$ cat config.mk
export PLATFORM = sky130hd
export DESIGN_NAME = adaptive_force_pi_controller
export DESIGN_NICKNAME = d
export VERILOG_FILES = /design/src/hw/rtl/afpc_pkg.sv /design/src/hw/rtl/afpc_ctrl.sv /design/src/hw/rtl/afpc_dp.sv /design/src/hw/rtl/adaptive_force_pi_controller.sv
export SDC_FILE = /design/constraint.sdc
export NUM_CORES = 2
export LEC_CHECK = 0
export BUFFER_PORTS_ARGS = -buffer_cell sky130_fd_sc_hd__buf_2
export CORE_ASPECT_RATIO = 1.75
export CORE_MARGIN = 2
export CORE_UTILIZATION = 35
export CTS_BUF_LIST = sky130_fd_sc_hd__clkbuf_8
export CTS_CLUSTER_DIAMETER = 120
export DETAILED_ROUTE_END_ITERATION = 10
export PLACE_DENSITY = 0.49
export SLEW_MARGIN = 15
export SYNTH_ARGS = -nofsm -noshare
export SYNTH_HDL_FRONTEND = slang
export SYNTH_SLANG_ARGS = --single-unit
$ cat constraint.sdc
create_clock -name clk_i -period 15.5 [get_ports clk_i]
set_input_delay 0 -clock clk_i [delete_from_list [all_inputs] [get_ports clk_i]]
set_output_delay 0 -clock clk_i [all_outputs]
set_load 0.02 [all_outputs]
$ cat src/hw/rtl/afpc_pkg.sv
// Shared types and constants of the adaptive force PI controller.
// No dependencies.
package afpc_pkg;

  localparam int unsigned SampleW   = 16;
  localparam int unsigned CfgW      = 24;
  localparam int unsigned InDataW   = 88;
  localparam int unsigned OutDataW  = 88;
  localparam int unsigned CntW      = 5;
  localparam logic [CntW-1:0] GdivLast = CntW'(15);
  localparam logic [CntW-1:0] RdivLast = CntW'(29);

  typedef enum logic {
    REG_KP = 1'b0,
    REG_KI = 1'b1
  } reg_idx_e;

  typedef enum logic [4:0] {
    OP_NONE,
    OP_LOAD,
    OP_SQ_E,
    OP_DT_E,
    OP_ADD_E,
    OP_SQ_T,
    OP_DT_T,
    OP_ADD_T,
    OP_GDIV_INIT,
    OP_GDIV_STEP,
    OP_GDIV_END,
    OP_RDIV_STEP,
    OP_FMUL,
    OP_FCMD,
    OP_KP,
    OP_KIDT,
    OP_KIL,
    OP_KIH,
    OP_SUM1,
    OP_SUM2,
    OP_OUT
  } op_e;

  typedef struct packed {
    op_e op;
  } dp_cmd_t;

  typedef struct packed {
    logic req;
    logic cls;
    logic gtriv;
    logic out_free;
  } dp_status_t;

endpackage

$ cat src/hw/rtl/afpc_ctrl.sv
// Sequencer of the adaptive force PI controller.
// Depends on afpc_pkg; drives afpc_dp through command and status structs.
module afpc_ctrl (
  input  logic                 clk_i,
  input  logic                 rst_ni,
  input  logic                 in_valid_i,
  output logic                 in_ready_o,
  input  afpc_pkg::dp_status_t status_i,
  output afpc_pkg::dp_cmd_t    cmd_o
);

  typedef enum logic [4:0] {
    S_IDLE, S_SQ_E, S_DT_E, S_ADD_E, S_SQ_T, S_DT_T, S_ADD_T,
    S_GDIV_INIT, S_GDIV_STEP, S_GDIV_END, S_RDIV,
    S_FMUL, S_FCMD, S_KP, S_KIDT, S_KIL, S_KIH, S_SUM1, S_SUM2, S_OUT
  } state_e;

  state_e                    state_q;
  logic [afpc_pkg::CntW-1:0] cnt_q;

  always_ff @(posedge clk_i or negedge rst_ni) begin
    if (!rst_ni) begin
      state_q <= S_IDLE;
      cnt_q   <= '0;
    end else begin
      unique case (state_q)
        S_IDLE:   if (in_valid_i) state_q <= S_SQ_E;
        S_SQ_E:   state_q <= S_DT_E;
        S_DT_E:   state_q <= S_ADD_E;
        S_ADD_E:  state_q <= S_SQ_T;
        S_SQ_T:   state_q <= S_DT_T;
        S_DT_T:   state_q <= S_ADD_T;
        S_ADD_T: begin
          if (status_i.req && status_i.cls) begin
            state_q <= S_GDIV_INIT;
          end else if (status_i.req) begin
            state_q <= S_RDIV;
            cnt_q   <= afpc_pkg::RdivLast;
          end else begin
            state_q <= S_FMUL;
          end
        end
        S_GDIV_INIT: begin
          state_q <= S_GDIV_STEP;
          cnt_q   <= afpc_pkg::GdivLast;
        end
        S_GDIV_STEP: begin
          // skip the remaining steps once the gain is known to be one
          if (status_i.gtriv || cnt_q == '0) state_q <= S_GDIV_END;
          else cnt_q <= cnt_q - 1'b1;
        end
        S_GDIV_END: begin
          state_q <= S_RDIV;
          cnt_q   <= afpc_pkg::RdivLast;
        end
        S_RDIV: begin
          if (cnt_q == '0) state_q <= S_FMUL;
          else cnt_q <= cnt_q - 1'b1;
        end
        S_FMUL:   state_q <= S_FCMD;
        S_FCMD:   state_q <= S_KP;
        S_KP:     state_q <= S_KIDT;
        S_KIDT:   state_q <= S_KIL;
        S_KIL:    state_q <= S_KIH;
        S_KIH:    state_q <= S_SUM1;
        S_SUM1:   state_q <= S_SUM2;
        S_SUM2:   state_q <= S_OUT;
        S_OUT:    if (status_i.out_free) state_q <= S_IDLE;
        default:  state_q <= S_IDLE;
      endcase
    end
  end

  assign in_ready_o = (state_q == S_IDLE);

  always_comb begin
    unique case (state_q)
      S_IDLE:      cmd_o.op = in_valid_i ? afpc_pkg::OP_LOAD : afpc_pkg::OP_NONE;
      S_SQ_E:      cmd_o.op = afpc_pkg::OP_SQ_E;
      S_DT_E:      cmd_o.op = afpc_pkg::OP_DT_E;
      S_ADD_E:     cmd_o.op = afpc_pkg::OP_ADD_E;
      S_SQ_T:      cmd_o.op = afpc_pkg::OP_SQ_T;
      S_DT_T:      cmd_o.op = afpc_pkg::OP_DT_T;
      S_ADD_T:     cmd_o.op = afpc_pkg::OP_ADD_T;
      S_GDIV_INIT: cmd_o.op = afpc_pkg::OP_GDIV_INIT;
      S_GDIV_STEP: cmd_o.op = afpc_pkg::OP_GDIV_STEP;
      S_GDIV_END:  cmd_o.op = afpc_pkg::OP_GDIV_END;
      S_RDIV:      cmd_o.op = afpc_pkg::OP_RDIV_STEP;
      S_FMUL:      cmd_o.op = afpc_pkg::OP_FMUL;
      S_FCMD:      cmd_o.op = afpc_pkg::OP_FCMD;
      S_KP:        cmd_o.op = afpc_pkg::OP_KP;
      S_KIDT:      cmd_o.op = afpc_pkg::OP_KIDT;
      S_KIL:       cmd_o.op = afpc_pkg::OP_KIL;
      S_KIH:       cmd_o.op = afpc_pkg::OP_KIH;
      S_SUM1:      cmd_o.op = afpc_pkg::OP_SUM1;
      S_SUM2:      cmd_o.op = afpc_pkg::OP_SUM2;
      S_OUT:       cmd_o.op = afpc_pkg::OP_OUT;
      default:     cmd_o.op = afpc_pkg::OP_NONE;
    endcase
  end

endmodule

$ cat src/hw/rtl/afpc_dp.sv
// Datapath of the adaptive force PI controller: shared multiplier, two
// bit-serial dividers, state registers and the output register. Uses afpc_pkg.
module afpc_dp (
  input  logic                              clk_i,
  input  logic                              rst_ni,
  input  afpc_pkg::dp_cmd_t                 cmd_i,
  output afpc_pkg::dp_status_t              status_o,
  input  logic                              cfg_we_i,
  input  logic                              cfg_index_i,
  input  logic [afpc_pkg::CfgW-1:0]         cfg_wdata_i,
  input  logic [afpc_pkg::InDataW-1:0]      in_data_i,
  output logic                              out_valid_o,
  input  logic                              out_ready_i,
  output logic [afpc_pkg::OutDataW-1:0]     out_data_o
);

  localparam int unsigned SW = afpc_pkg::SampleW;

  // configuration and persistent state
  logic [afpc_pkg::CfgW-1:0] kp_q, ki_q;
  logic [63:0]               esum_q, ssum_q;
  logic [16:0]               gain_q;
  logic signed [17:0]        prev_q;
  logic signed [31:0]        acc_q;
  logic                      out_valid_q;

  // per-request working registers
  logic signed [SW-1:0] tgt_q, frc_q, ftg_q;
  logic [15:0]          dt_q;
  logic                 req_q, cls_q, gtriv_q;
  logic signed [17:0]   e_q;
  logic signed [57:0]   prod_q;
  logic [63:0]          gr_q;
  logic [15:0]          gq_q;
  logic [16:0]          rrem_q;
  logic [29:0]          rdvd_q;
  logic signed [SW-1:0] fcmd_q;
  logic signed [17:0]   fe_q;
  logic signed [43:0]   kpterm_q;
  logic [39:0]          kidt_q;
  logic signed [38:0]   kil_q;
  logic signed [42:0]   kiterm_q;
  logic [afpc_pkg::OutDataW-1:0] out_q;

  // input fields
  logic signed [SW-1:0] in_pos, in_tgt, in_frc, in_ftg;
  logic [15:0]          in_dt;
  logic                 in_req, in_cls;
  assign in_pos = in_data_i[15:0];
  assign in_tgt = in_data_i[31:16];
  assign in_frc = in_data_i[47:32];
  assign in_ftg = in_data_i[63:48];
  assign in_dt  = in_data_i[79:64];
  assign in_req = in_data_i[80];
  assign in_cls = in_data_i[81];

  logic signed [17:0] in_e;
  logic [17:0]        in_ae;
  assign in_e  = 18'(in_pos) - 18'(in_tgt);
  assign in_ae = in_e[17] ? 18'(-in_e) : in_e;

  logic [16:0] at;
  logic [16:0] tgt_ext;
  assign tgt_ext = 17'(tgt_q);
  assign at = tgt_q[SW-1] ? 17'(-tgt_ext) : tgt_ext;

  logic [17:0] ae;
  assign ae = e_q[17] ? 18'(-e_q) : e_q;

  // shared multiplier: unsigned 36-bit by signed 21-bit
  logic [35:0]        mul_a;
  logic signed [20:0] mul_b;
  logic signed [57:0] mul_p;
  logic signed [18:0] dfe;
  assign dfe = 19'(fe_q) - 19'(prev_q);

  always_comb begin
    case (cmd_i.op)
      afpc_pkg::OP_SQ_E: begin mul_a = 36'(ae);           mul_b = 21'($signed({1'b0, ae})); end
      afpc_pkg::OP_DT_E,
      afpc_pkg::OP_DT_T: begin mul_a = prod_q[35:0];      mul_b = 21'($signed({1'b0, dt_q})); end
      afpc_pkg::OP_SQ_T: begin mul_a = 36'(at);           mul_b = 21'($signed({1'b0, at})); end
      afpc_pkg::OP_FMUL: begin mul_a = 36'(gain_q);       mul_b = 21'(ftg_q); end
      afpc_pkg::OP_KP:   begin mul_a = 36'(kp_q);         mul_b = 21'(dfe); end
      afpc_pkg::OP_KIDT: begin mul_a = 36'(ki_q);         mul_b = 21'($signed({1'b0, dt_q})); end
      afpc_pkg::OP_KIL:  begin mul_a = 36'(prod_q[19:0]); mul_b = 21'(fe_q); end
      afpc_pkg::OP_KIH:  begin mul_a = 36'(kidt_q[39:20]); mul_b = 21'(fe_q); end
      default:           begin mul_a = '0;                mul_b = '0; end
    endcase
  end
  assign mul_p = 58'($signed({1'b0, mul_a}) * mul_b);

  // saturating energy adds
  logic [64:0] esum_add, ssum_add;
  assign esum_add = {1'b0, esum_q} + {8'b0, prod_q[56:0]};
  assign ssum_add = {1'b0, ssum_q} + {8'b0, prod_q[56:0]};

  // gain divider step: 2r >= s decides the quotient bit
  logic [64:0] g_two;
  logic        g_ge;
  assign g_two = {gr_q, 1'b0};
  assign g_ge  = (g_two >= {1'b0, ssum_q});

  // relative error divider step
  logic [17:0] r_sh;
  logic        r_ge;
  assign r_sh = {rrem_q, rdvd_q[29]};
  assign r_ge = (r_sh >= {1'b0, at});

  // force command and error
  logic signed [41:0] fsh;
  logic signed [SW-1:0] fcmd;
  assign fsh = 42'(prod_q >>> 16);
  always_comb begin
    if (fsh > 42'sd32767)        fcmd = 16'sh7FFF;
    else if (fsh < -42'sd32768)  fcmd = 16'sh8000;
    else                         fcmd = fsh[15:0];
  end

  // integral term, floor division by 2^16
  logic signed [58:0] ki_full;
  assign ki_full = (59'(prod_q[38:0]) <<< 20) + 59'(kil_q);

  // velocity accumulate with saturation
  logic signed [45:0] vsum;
  logic signed [31:0] vsat;
  assign vsum = 46'(acc_q) + 46'(kpterm_q) + 46'(kiterm_q);
  always_comb begin
    if (vsum > 46'sh7FFF_FFFF)       vsat = 32'sh7FFF_FFFF;
    else if (vsum < -46'sh8000_0000) vsat = 32'sh8000_0000;
    else                             vsat = vsum[31:0];
  end

  // relative error result
  logic [15:0] rel;
  logic        rneg;
  assign rneg = e_q[17] ^ tgt_q[SW-1];
  always_comb begin
    if (!req_q) begin
      rel = '0;
    end else if (tgt_q == '0) begin
      if (e_q == '0)   rel = 16'h0000;
      else if (e_q[17]) rel = 16'h8000;
      else             rel = 16'h7FFF;
    end else if (rneg) begin
      rel = (rdvd_q > 30'd32768) ? 16'h8000 : 16'(-rdvd_q);
    end else begin
      rel = (rdvd_q > 30'd32767) ? 16'h7FFF : rdvd_q[15:0];
    end
  end

  logic out_free;
  assign out_free = !out_valid_q || out_ready_i;

  always_ff @(posedge clk_i or negedge rst_ni) begin
    if (!rst_ni) begin
      kp_q        <= 24'd94720;
      ki_q        <= 24'd896;
      esum_q      <= '0;
      ssum_q      <= '0;
      gain_q      <= '0;
      prev_q      <= '0;
      acc_q       <= '0;
      out_valid_q <= 1'b0;
    end else begin
      if (cfg_we_i) begin
        case (cfg_index_i)
          afpc_pkg::REG_KP: kp_q <= cfg_wdata_i;
          default:          ki_q <= cfg_wdata_i;
        endcase
      end
      // raise valid when a result is written, drop it once taken
      if (cmd_i.op == afpc_pkg::OP_OUT && out_free) begin
        out_valid_q <= 1'b1;
      end else if (out_ready_i) begin
        out_valid_q <= 1'b0;
      end
      case (cmd_i.op)
        afpc_pkg::OP_ADD_E:    esum_q <= esum_add[64] ? '1 : esum_add[63:0];
        afpc_pkg::OP_ADD_T:    ssum_q <= ssum_add[64] ? '1 : ssum_add[63:0];
        afpc_pkg::OP_GDIV_END: begin
          gain_q <= gtriv_q ? 17'h10000 : {1'b0, gq_q};
          esum_q <= '0;
          ssum_q <= '0;
        end
        afpc_pkg::OP_SUM2: begin
          acc_q  <= vsat;
          prev_q <= fe_q;
        end
        default: ;
      endcase
    end
  end

  always_ff @(posedge clk_i) begin
    case (cmd_i.op)
      afpc_pkg::OP_LOAD: begin
        tgt_q  <= in_tgt;
        frc_q  <= in_frc;
        ftg_q  <= in_ftg;
        dt_q   <= in_dt;
        req_q  <= in_req;
        cls_q  <= in_cls;
        e_q    <= in_e;
        rrem_q <= '0;
        rdvd_q <= {in_ae, 12'b0};
      end
      afpc_pkg::OP_SQ_E, afpc_pkg::OP_DT_E, afpc_pkg::OP_SQ_T,
      afpc_pkg::OP_DT_T, afpc_pkg::OP_FMUL, afpc_pkg::OP_KP: prod_q <= mul_p;
      afpc_pkg::OP_GDIV_INIT: begin
        gtriv_q <= (ssum_q == '0) || (esum_q >= ssum_q);
        gr_q    <= esum_q;
        gq_q    <= '0;
      end
      afpc_pkg::OP_GDIV_STEP: begin
        gr_q <= g_ge ? 64'(g_two - {1'b0, ssum_q}) : g_two[63:0];
        gq_q <= {gq_q[14:0], g_ge};
      end
      afpc_pkg::OP_RDIV_STEP: begin
        rrem_q <= r_ge ? 17'(r_sh - {1'b0, at}) : r_sh[16:0];
        rdvd_q <= {rdvd_q[28:0], r_ge};
      end
      afpc_pkg::OP_FCMD: begin
        fcmd_q <= fcmd;
        // difference of two 16-bit values always fits the 18-bit error
        fe_q   <= 18'(fcmd) - 18'(frc_q);
      end
      afpc_pkg::OP_KIDT: begin
        kpterm_q <= prod_q[43:0];
        prod_q   <= mul_p;
      end
      afpc_pkg::OP_KIL: begin
        kidt_q <= prod_q[39:0];
        prod_q <= mul_p;
      end
      afpc_pkg::OP_KIH: begin
        kil_q  <= prod_q[38:0];
        prod_q <= mul_p;
      end
      afpc_pkg::OP_SUM1: kiterm_q <= 43'(ki_full >>> 16);
      afpc_pkg::OP_OUT: begin
        if (out_free) begin
          out_q <= {6'b0, tgt_q == '0 && req_q, req_q, rel, acc_q,
                    fcmd_q, tgt_q};
        end
      end
      default: ;
    endcase
  end

  assign out_valid_o = out_valid_q;
  assign out_data_o  = out_q;

  assign status_o.req      = req_q;
  assign status_o.cls      = cls_q;
  assign status_o.gtriv    = gtriv_q;
  assign status_o.out_free = out_free;

endmodule

$ cat src/hw/rtl/adaptive_force_pi_controller.sv
// The gain window close runs 16 gain divider steps and the error report 30
// quotient steps; the gain divider stops early once the gain is known to be one.
// Requests are handled one at a time; a new request can be taken in the cycle
// after the previous result is written to the output register, while that
// result waits. The serial dividers and the shared multiplier set the run time.
// Reset (rst_ni low, asynchronous): sums, gain, force error and velocity clear.
module adaptive_force_pi_controller (
  input  logic                          clk_i,
  input  logic                          rst_ni,
  // configuration write port
  input  logic                          cfg_we_i,
  input  logic                          cfg_index_i,
  input  logic [afpc_pkg::CfgW-1:0]     cfg_wdata_i,
  // request channel
  input  logic                          s_axis_tvalid,
  output logic                          s_axis_tready,
  // measured_position, position_target, measured_force, force_target,
  // delta_time, error_requested, close_window (lowest bit up), zero padded
  input  logic [afpc_pkg::InDataW-1:0]  s_axis_tdata,
  // result channel
  output logic                          m_axis_tvalid,
  input  logic                          m_axis_tready,
  // position_command, force_command, velocity_command, relative_error,
  // relative_error_valid, divide_by_zero (lowest bit up), zero padded
  output logic [afpc_pkg::OutDataW-1:0] m_axis_tdata
);

  afpc_pkg::dp_cmd_t    cmd;
  afpc_pkg::dp_status_t status;

  // Sequencer: takes a request in idle, then steps the datapath through
  // energy update, optional gain window close, optional division, PI update.
  afpc_ctrl u_ctrl (
    .clk_i      (clk_i),
    .rst_ni     (rst_ni),
    .in_valid_i (s_axis_tvalid),
    .in_ready_o (s_axis_tready),
    .status_i   (status),
    .cmd_o      (cmd)
  );

  // Datapath: holds configuration, state and the output register; the output
  // register parts the result channel from the sequencer.
  afpc_dp u_dp (
    .clk_i       (clk_i),
    .rst_ni      (rst_ni),
    .cmd_i       (cmd),
    .status_o    (status),
    .cfg_we_i    (cfg_we_i),
    .cfg_index_i (cfg_index_i),
    .cfg_wdata_i (cfg_wdata_i),
    .in_data_i   (s_axis_tdata),
    .out_valid_o (m_axis_tvalid),
    .out_ready_i (m_axis_tready),
    .out_data_o  (m_axis_tdata)
  );

endmodule

**Word level (Yosys, flattened, before mapping)**

Cells that the tools add are included.

- Bits in registers: 804
- Input port bits: 118
- Output and inout port bits: 90
- Word-level logic and storage cells: 174

- $add $sub $neg: 15
- $mul: 1
- $lt $le $gt $ge: 9
- Equal/unequal tests: 47
- Muxes and demuxes: 42
- Bitwise gates (word level): 2
- Reductions and logical operators: 27

Operator list:

| kind | count |
|---|---|
| $pmux W64 S2 | 3 |
| $pmux W36 S8 | 1 |
| $pmux W5 S20 | 2 |
| $mux W64 | 3 |
| $add A64 B57 Y65 | 2 |
| $mux W16 | 8 |
| $pmux W21 S6 | 1 |
| $eq A5 B4 Y1 const B | 16 |
| $ge A65 B64 Y1 | 1 |
| $ge A64 B64 Y1 | 1 |
| $logic_not A64 Y1 | 1 |
| $mux W32 | 2 |
| $sub A64 B64 Y64 | 1 |
| $pmux W30 S2 | 1 |
| $add A59 B59 Y59 | 1 |
| $mul A37 B21 Y58 | 1 |
| $mux W17 | 3 |
| $add A45 B43 Y46 | 1 |
| $gt A46 B32 Y1 const B | 1 |
| $lt A46 B32 Y1 const B | 1 |
| $add A32 B44 Y45 | 1 |
| $eq A5 B5 Y1 const B | 9 |
| $mux W5 | 9 |
| $gt A42 B16 Y1 const B | 1 |
| other kinds (37) | 72 |

**Logic depth before layout (Yosys ltp)**

- Word-level depth: 6
- Gate-level depth with buffers: 42
- Mapped depth without buffers: 41

**Modules after synthesis**

A second synthesis with hierarchy kept.

- Cell total of the unflattened synthesis: 7,975
- Area, all modules: 74,536.5 um^2

Modules (own cells, without submodules):

| module | instances | cells each | area an instance (um^2) | sequential area each (um^2) |
|---|---|---|---|---|
| afpc_dp | 1 | 7,887 | 73,787.0 | 21,525.6 |
| afpc_ctrl | 1 | 88 | 749.5 | 250.2 |

**Worst setup path before layout**

OpenSTA, ideal clock, no wires.

- Kind: flip-flop to flip-flop
- Start point: register u_ctrl.state_q[4]
- End point: register u_dp.rdvd_q[0] (enable)
- Library setup time: 0.384 ns
- Arrival: 10.375 ns
- Data required time: 15.116 ns
- Path slack: 4.742 ns
- Cell stages (with the launch flop): 6
- Period minus slack after synthesis: 10.758 ns
- Path through: dfrtp_1 > clkbuf_1 > or2_2 > clkbuf_1 > nor4_1 > or2_2

- Longest elaborated chain between the ends: 4
- Elaborated cells between the ends (all ways): 24
- Classes of those cells: 21 x eq/ne; 1 x mux; 2 x reduce/logical

RTL lines:

| what | line | source |
|---|---|---|
| from (decl) | afpc_ctrl.sv:18 | `state_e state_q;` |
| from (signal assigned) | afpc_ctrl.sv:23 | `state_q <= S_IDLE;` |
| from (signal assigned) | afpc_ctrl.sv:27 | `S_IDLE: if (in_valid_i) state_q <= S_SQ_E;` |
| from (signal assigned) | afpc_ctrl.sv:28 | `S_SQ_E: state_q <= S_DT_E;` |
| $eq A5 B5 Y1 (tied with other cells) | afpc_ctrl.sv:77 | `unique case (state_q)` |
| $pmux W5 S20 * | afpc_ctrl.sv:77 |  |
| $eq A5 B1 Y1 or $eq A5 B4 Y1 (tied branches) | afpc_dp.sv:196 | `case (cmd_i.op)` |
| $reduce_bool A2 Y1 (no source line) * | - |  |
| to (signal assigned) | afpc_dp.sv:206 | `rdvd_q <= {in_ae, 12'b0};` |
| to (signal assigned) | afpc_dp.sv:221 | `rdvd_q <= {rdvd_q[28:0], r_ge};` |
| to (decl) | afpc_dp.sv:36 | `logic [29:0] rdvd_q;` |

Every way passes the cells marked *; elsewhere a longest branch is shown, timed or not.
A chain may end at the register's enable or synchronous reset.

**Final worst setup path**

- Start point: register u_dp.fe_q[1]
- End point: register u_dp.prod_q[53], data pin

- Longest elaborated chain between the ends: 3

RTL lines:

| what | line | source |
|---|---|---|
| from (decl) | afpc_dp.sv:38 | `logic signed [17:0] fe_q;` |
| from (signal assigned) | afpc_dp.sv:226 | `fe_q <= 18'(fcmd) - 18'(frc_q);` |
| $sub A17 B17 Y18 | afpc_dp.sv:75 | `assign dfe = 19'(fe_q) - 19'(prev_q);` |
| $pmux W21 S6 * | afpc_dp.sv:78 | `case (cmd_i.op)` |
| $mul A37 B21 Y58 * | afpc_dp.sv:91 | `assign mul_p = 58'($signed({1'b0, mul_a}) * mul_b);` |
| via u_dp.mul_p[53] | afpc_dp.sv:73 | `logic signed [57:0] mul_p;` |
| to (signal assigned) | afpc_dp.sv:209 | `afpc_pkg::OP_DT_T, afpc_pkg::OP_FMUL, afpc_pkg::OP_KP: prod_q <= mul_p;` |
| to (signal assigned) | afpc_dp.sv:230 | `prod_q <= mul_p;` |
| to (signal assigned) | afpc_dp.sv:234 | `prod_q <= mul_p;` |
| to (decl) | afpc_dp.sv:32 | `logic signed [57:0] prod_q;` |

Mark *: on every way through the listed nets, which the timed path passes. The rest lies on a longest branch.

==> results.yml <==
synthesis:
  synthCells: 7933
  yosys-top-cells-area: "edfxtp_1 (21%), fa_1 (19%), ha_1 (10%), dfrtp_1 (8.2%), inv_1 (5.4%)"
  ys_warn_count: 0
  synth-edff-count: 514
  syn_area_mm2: 0.0745
  synth_cell_type_count: 91
  synth_ff_type: "edfxtp_1"
  ys_ff_latch: 767
  yosysTopAreaCell: "edfxtp_1"
  postSynth.asyncResetShare_pct: 33.0
  avgSynthCellArea_um2: 9.39
  ys_seq_area_share_pct: 29.2
  yosysTopAreaCellShare_pct: 20.7
clock_tree:
  clkSinkCount: 767
  clk_latency_ns: 0.93
  clk_pin_slew_ns: 0.06
  clock_path_buffers: 4
  ctsResizeCount: 0
  htreeDepth: 4
  cts_tree: "yes"
  clock-root-buffer: "clkbuf_8"
  cts_buffers: 139
worst_setup_path:
  cpPeakStageDelay_ns: 0.59
  critPathTopFamily: "compound AO/OA/AOI/OAI gates"
  worstPathMaxFanout: 44
  crit_path_start_kind: "flop"
  path_class: "reg2reg"
  cp_data_required_time_ns: 16.12
  reg2reg_slack_ns: 3.20
  endpoint_kind: "flop"
  arrival_ns: 12.91
  worst-path-buf-inv: 5
  cpMaxStageDelayCell: "fa_1"
  cpMostUsedCell: "fa_1"
finish:
  final_cell_mix: "inv_1 (1,110), nand2_1 (907), fa_1 (696)"
  final-seq-area_mm2: 0.0218
  multi_input_area_mm2: 0.0479
  layout.cells.most_common: "inv_1"
  final_nets: 9729
  drive_gt1_share_pct: 7.92
  fill_cells: 21300
  area_growth_pct: 12.8
floorplanning:
  initial_core_util_pct: 35.1
  coreArea_mm2: 0.212
  pin_count: 208
  dieWidth_um: 353
  rows: 224
  dieArea_mm2: 0.217
  die_h_um: 614
global_route:
  grt_pass1_vias: 63300
  grt_antenna_before_repair: 22
  grt_max_degree: 130
  grt_overflow: 0
  track_usage_pct: 24.5
  grt_pass1_wl_um: 398000
route:
  firstDrtPassIters: 6
  drtIter0Drc: 3911
  wire_per_inst_um: 23.8
  wl_met2_um: 137000
  vias: 60300
  ant_nets: 0
  drc_errors: 0
  routed_wirelength_um: 267000
  via_per_inst: 5.36
  wl_met1_um: 99800
  met3_length_um: 11000
  highest_layer: "met5"
sta:
  skew_ns: 0.121
  finalCritPeriodShare_pct: 79.3
  tns_ns: 0
  hold_viol_final: 0
  slew_violations: 0
  period_minus_slack_ns: 12.30
  relSlewSlack_pct: 20.4
  fmax_mhz: 81.3
  setup_ws_ns: 3.20
  grt_setup_unrepaired: "false"
  tightestPinTransition_ns: 1.18
  setup_viol_count_final: 0
place:
  gp_congestion: 0.922
  port-buffer-count: 195
  dpl.hpwl_um: 207000
  pre_cts_ws_ns: 3.26
flow_run:
  drv_cap: 0
status:
  status: "completed"
min_path:
  worst_hold_path_type: "in2reg"
## flip-flops by register name (all words and copies together), names as in the netlist, 16 cells and up
name and count:
u_dp.ssum_q 64, u_dp.kpterm_q 44, u_dp.rrem_q 17, u_dp.kidt_q 20, u_dp.ftg_q 16, u_dp.gq_q 16
u_dp.kiterm_q 43, u_dp.kil_q 23, u_dp.kp_q 24, u_dp.frc_q 16, u_dp.gain_q 17, u_dp.prod_q 58
u_dp.rdvd_q 30, u_dp.e_q 17, u_dp.esum_q 64, u_dp.gr_q 64, u_dp.fcmd_q 16, u_dp.tgt_q 16
u_dp.out_data_o 82, u_dp.dt_q 16, u_dp.ki_q 24, u_dp.acc_q 32, u_dp.prev_q 17, u_dp.fe_q 17
## kinds of logic after synthesis
family / Yosys count / share of synthesized area [%]
mux: 124 / 1.75
xor+xnor: 367 / 4.32
fa+ha+maj: 1300 / 28.9
compound gates: 1783 / 15.2
buf+inv: 1420 / 7.22
flops: 767 / 29.2
simple gates: 2170 / 13.4
other cells: 2 / 0.0101
## cell usage after synthesis, types with 19 or more instances
library cell  number
o21bai_1          52
nor4_1            48
and3_1            44
o21ai_0          369
or3_1             42
nor3_1            86
xor2_1           141
a21oi_1          496
nand4_1           81
fa_1             696
o31ai_1           33
a211o_1           26
clkbuf_1         309
a22o_1            19
nor2_1           484
ha_1             604
a22oi_1           32
inv_1           1074
edfxtp_1         514
nand3_1          108
and2_1           105
a211oi_1          55
nor3b_1           19
a21o_1           246
mux2_2            51
or2_2             27
nor2b_1           83
a21boi_0          27
o211ai_1          31
nand3b_1          23
a31oi_1          133
mux2i_1           73
xnor2_1          226
nand2b_1          75
dfrtp_1          245
nand2_1          908
o22ai_1           48
o21a_1            45
## worst min-delay path: stages
cell and delay (ns):
dlygate4sd3_1 0.53, buf_2 0.18, mux2_2 0.17
## cell type report
| type | count | area share [%] |
|---|---|---|
| well taps | 2825 | 4.21 |
| multi-input cells | 5799 | 57.0 |
| repair buffers | 529 | 4.82 |
| flip-flops and latches | 767 | 25.9 |
| diodes | 5 | 0.0149 |
| inverters | 1075 | 4.80 |
| clock buffers | 155 | 2.54 |
| clock inverters | 85 | 0.742 |
## layer usage
metal  global-route usage, %  up-vias
met5                       0        -
met4                    15.5        8
met3                    2.46      628
met2                    44.6     1677
met1                    27.1    30200
li1                        -    27800
## stage by stage
step	instances	area [um2]	hold WS [ns]	utilization (%)
after floorplan	7986	74700	-0.296	-
after global placement	10800	79100	0.0359	37.3
final	11200	84000	0.0434	39.6
after detailed placement	10800	79100	0.0332	37.3
after CTS	11200	84000	0.000354	39.6
after global routing	11200	84000	0.0603	39.6
## what timing repair did
| action | CTS | global route |
|---|---|---|
| setup buffers | 0 | 0 |
| endpoints found under the hold margin | 396 | 0 |
| hold buffers | 208 | 0 |
## final timing paths
check,start,end,depth (start not counted)
max in group asynchronous,rst_ni,u_dp.esum_q[54]$_DFFE_PN0P_,4
hold reg to reg,u_dp.kil_q[18]$_DFFE_PN_,u_dp.kiterm_q[2]$_DFFE_PN_,0
setup / recovery,u_dp.fe_q[1]$_DFFE_PN_,u_dp.prod_q[53]$_DFFE_PP_,38
hold / removal,cfg_wdata_i[23],u_dp.kp_q[23]$_DFFE_PN0P_,3
setup reg to reg,u_dp.fe_q[1]$_DFFE_PN_,u_dp.prod_q[53]$_DFFE_PP_,38
min in group asynchronous,rst_ni,u_dp.kp_q[14]$_DFFE_PN1P_,3
Power is left out: the tool's default activity adds up to more than one toggle a clock period on the data nets, which glitch-free logic cannot reach.
